<file path="src/rtl/assert_macros.svh">
// ----------------------------------------------------------------------------
// Assertion macros
// Shared concurrent assertion helpers, clocked on clk_i, quiet during reset.
// ----------------------------------------------------------------------------
`ifndef ASSERT_MACROS_SVH
`define ASSERT_MACROS_SVH

// Plain property check on the block clock, disabled while reset is low.
`define CSBC_ASSERT(label, prop, msg) \
  label: assert property (@(posedge clk_i) disable iff (!rst_ni) (prop)) else $error(msg);

// Same-cycle implication check.
`define CSBC_ASSERT_IMPL(label, pre, post, msg) \
  `CSBC_ASSERT(label, (pre) |-> (post), msg)

`endif

</file>
<file path="src/rtl/csbc_square.sv">
// ----------------------------------------------------------------------------
// csbc_square
// Registered unsigned squarer: one multiplier followed by its output register.
// ----------------------------------------------------------------------------
`default_nettype none

module csbc_square #(
  parameter int unsigned IN_WIDTH = 25
) (
  input  wire logic                    clk_i,
  input  wire logic                    en_i,
  input  wire logic [IN_WIDTH-1:0]     a_i,
  output logic      [2*IN_WIDTH-1:0]   sq_o
);

  logic [2*IN_WIDTH-1:0] sq_d;
  logic [2*IN_WIDTH-1:0] sq_q;

  // Full-width product of the operand with itself.
  assign sq_d = {{IN_WIDTH{1'b0}}, a_i} * {{IN_WIDTH{1'b0}}, a_i};

  // The product advances only with the pipeline.
  always_ff @(posedge clk_i) begin
    if (en_i) begin
      sq_q <= sq_d;
    end
  end

  assign sq_o = sq_q;

endmodule

`default_nettype wire

</file>
<file path="config.mk">
export PLATFORM = sky130hd
export DESIGN_NAME = csbc_square
export DESIGN_NICKNAME = d
export VERILOG_FILES = /design/src/rtl/assert_macros.svh /design/src/rtl/csbc_square.sv
export SDC_FILE = /design/constraint.sdc
export NUM_CORES = 1
export LEC_CHECK = 0
export BUFFER_PORTS_ARGS = -buffer_cell sky130_fd_sc_hd__clkbuf_2
export CORE_ASPECT_RATIO = 0.5
export CORE_MARGIN = 1
export CORE_UTILIZATION = 60
export CTS_BUF_LIST = sky130_fd_sc_hd__clkbuf_8
export DETAILED_ROUTE_END_ITERATION = 8
export HOLD_SLACK_MARGIN = 0.06
export PLACE_DENSITY_LB_ADDON = 0.3
export SLEW_MARGIN = 20
export SYNTH_ARGS = -nofsm -noshare
export SYNTH_HDL_FRONTEND = slang
export SYNTH_SLANG_ARGS = --single-unit
export TNS_END_PERCENT = 20
</file>
<file path="constraint.sdc">
create_clock -name clk_i -period 6.4 [get_ports clk_i]
set_clock_uncertainty 0.15 [all_clocks]
set_input_delay 0 -clock clk_i [delete_from_list [all_inputs] [get_ports clk_i]]
set_output_delay 0 -clock clk_i [all_outputs]
set_load 0.1 [all_outputs]
</file>
==> impl_metrics.tcl <==
set metrics [dict create \
    async_flop_share 0 \
    drt_iter0_drc 754 \
    status "complete, no violations" \
    wirelength_um 44800 \
    fin_nets 3015 \
    postSynthCellCount 2045 \
    first_pass_iters 6 \
    path_class "input pin to flip-flop" \
    drv_slew 0 \
    synthTopCellsByCount "652 x inv_1, 466 x fa_1, 188 x ha_1" \
    avgRoutedWirePerCell_um 16.2 \
    crit_chain "clkbuf_4, inv_1, nor2_1, buf_4, fa_1, inv_1, fa_1, inv_1, fa_1, fa_1, fa_2, fa_1, inv_1, fa_1, inv_1, ha_4, buf_4, and3_2, and2_1, a221o_1, a31o_4, a21o_1, a2111o_1, nand3_1" \
    yosysTopAreaCellShare 0.479 \
    grt_pass1_wl_um 72500 \
    synthesis.area_um2 19500 \
    rsz0062_at_grt "true" \
    cts_max_level 2 \
    hpwl_um 39200 \
    setup.worst_path.end_class "flip-flop" \
    rows 46 \
    ys_types 56 \
    crit_buf_inv 8 \
    setup.worst_path.start_class "input pin" \
    yosysWarnings 0 \
    synthFlopType "edfxtp_1" \
    ys_seq_area_frac 0.0756 \
    slowest_delay_ps 530 \
    die_x_um 257 \
    hold_viol 0 \
    crit_fanout 12 \
    diodes 0 \
    ant_nets 0 \
    path_common_cell "fa_1" \
    cts_buffers 5 \
    path_delay_family "adder cells" \
    syn_avg_cell_area_um2 9.52 \
    clk_pin_slew_ps 100 \
    area_growth_pct 17.4 \
    core_area_um2 31800 \
    dieArea_um2 33200 \
    synth_fp_nets 2726 \
    slowest_stage "fa_1" \
    io_pins 77 \
    io_buffers 75 \
    cp.arrival_ps 6340 \
    start_util 0.612 \
    synth.area.top_cells "fa_1 48%, inv_1 13%, ha_1 12%, edfxtp_1 7.6%, and2_1 4.2%" \
    yosysTopAreaCell "fa_1" \
    maxCapViolations 0 \
    num_vias 14338 \
    cts_root_buf "clkbuf_8" \
    setup_viol 0 \
    min_period_ps 6280 \
    drc_errors 0 \
    cts_tree "built" \
    period_share 0.981 \
    synth-seq-cells 49 \
    grt_remaining_overflow 0 \
    antenna_found_initial 0 \
    nFillCells 2316 \
    tightest_slew_ps 672 \
    first_global_vias 15615 \
    synth.most_common_cell "inv_1" \
    grt_max_degree 50 \
    globalRouteTotalUtil 0.280 \
    cts_buffer_depth 2 \
    vias_per_cell 5.18 \
    setup_tns_ps 0 \
    largest_reg_flops 49 \
    relSlewSlack 0.552 \
    drive_gt1_frac 0.193 \
    synth_edf_count 49 \
    fmax_mhz 159 \
    multi_input_area_um2 15700 \
    regArea_um2 1470 \
    hp-class "input pin to flip-flop" \
    crit_required_ps 6460 \
    globalplace.congestion 0.903 \
    die_h_um 129 \
    clock-sinks 49 \
]
-- area by class of cell --
cell class | count | area share
Timing Repair Buffer | 350 | 0.114
Sequential cell | 49 | 0.0644
Multi-Input combinational cell | 1276 | 0.685
Clock inverter | 3 | 0.00301
Tap cell | 432 | 0.0236
Inverter | 652 | 0.107
Clock buffer | 5 | 0.00301
-- final timing paths --
check                 startpoint            endpoint  slack, ps  cells past startpoint
worst min-delay path        en_i  sq_o[45]$_DFFE_PP_         60                      1
worst max-delay path     a_i[20]  sq_o[48]$_DFFE_PP_        120                     24
-- cells in the final DEF (no fill, tap or decap), types with 9 or more instances in the layout --
cell / instances
nand4_1: 12
nor2b_1: 9
fa_1: 458
inv_1: 649
a21o_2: 10
clkbuf_2: 55
xor2_1: 22
ha_1: 176
o21ai_0: 15
nand3_1: 19
buf_4: 269
xnor2_1: 34
a21oi_1: 36
nor2_1: 32
a21oi_2: 9
a21o_1: 28
clkbuf_4: 11
and2_1: 126
edfxtp_1: 49
nand2_1: 174
ha_4: 11
-- per-stage QoR --
step                setup slack (ps)  hold slack, ps  instances  instance area, um^2   util
finish                           123            55.5       2767                22900  0.718
floorplan                       1.57           -51.1       2045                19600      -
global route                   -61.0            83.8       2767                22900  0.718
global placement                -645             501       2757                22200  0.699
CTS                             8.57             152       2766                22500  0.708
detailed placement              -653             509       2757                22200  0.699
-- per-layer routing --
metal | vias to the layer above | track usage | routed length, um
met5 | - | 0 | 0
met4 | 0 | 0.122 | 1950
met3 | 126 | 0.0301 | 1630
met2 | 382 | 0.528 | 24800
met1 | 7283 | 0.327 | 16400
li1 | 6547 | - | -
-- logic make-up (layout without fill, tap and decap cells) --
| group | count (synthesis) | after routing | share of synthesized area |
|---|---|---|---|
| buffers and inverters | 720 | 1010 | 0.141 |
| adders and majority gates | 654 | 654 | 0.600 |
| and+or+nand+nor | 415 | 415 | 0.104 |
| AOI/OAI and AO/OA | 148 | 148 | 0.0523 |
| xor gates and xnor gates | 56 | 56 | 0.0252 |
| DFF | 49 | 49 | 0.0756 |
| muxes | 2 | 2 | 0.00109 |
| other | 1 | 1 | 0.000193 |
-- timing repair --
| action | 4_1_cts | 5_1_grt |
|---|---|---|
| hold buffers | 0 | 0 |
| endpoints found under the setup margin | 14 | 19 |
| resized for setup | 28 | 91 |
| pin swaps | 5 | 43 |
| buffers inserted | 1 | 1 |
| cloned | 0 | 0 |
Power is not shown: default switching activity piles up to over one toggle a cycle in this logic, so the estimate is an artifact.
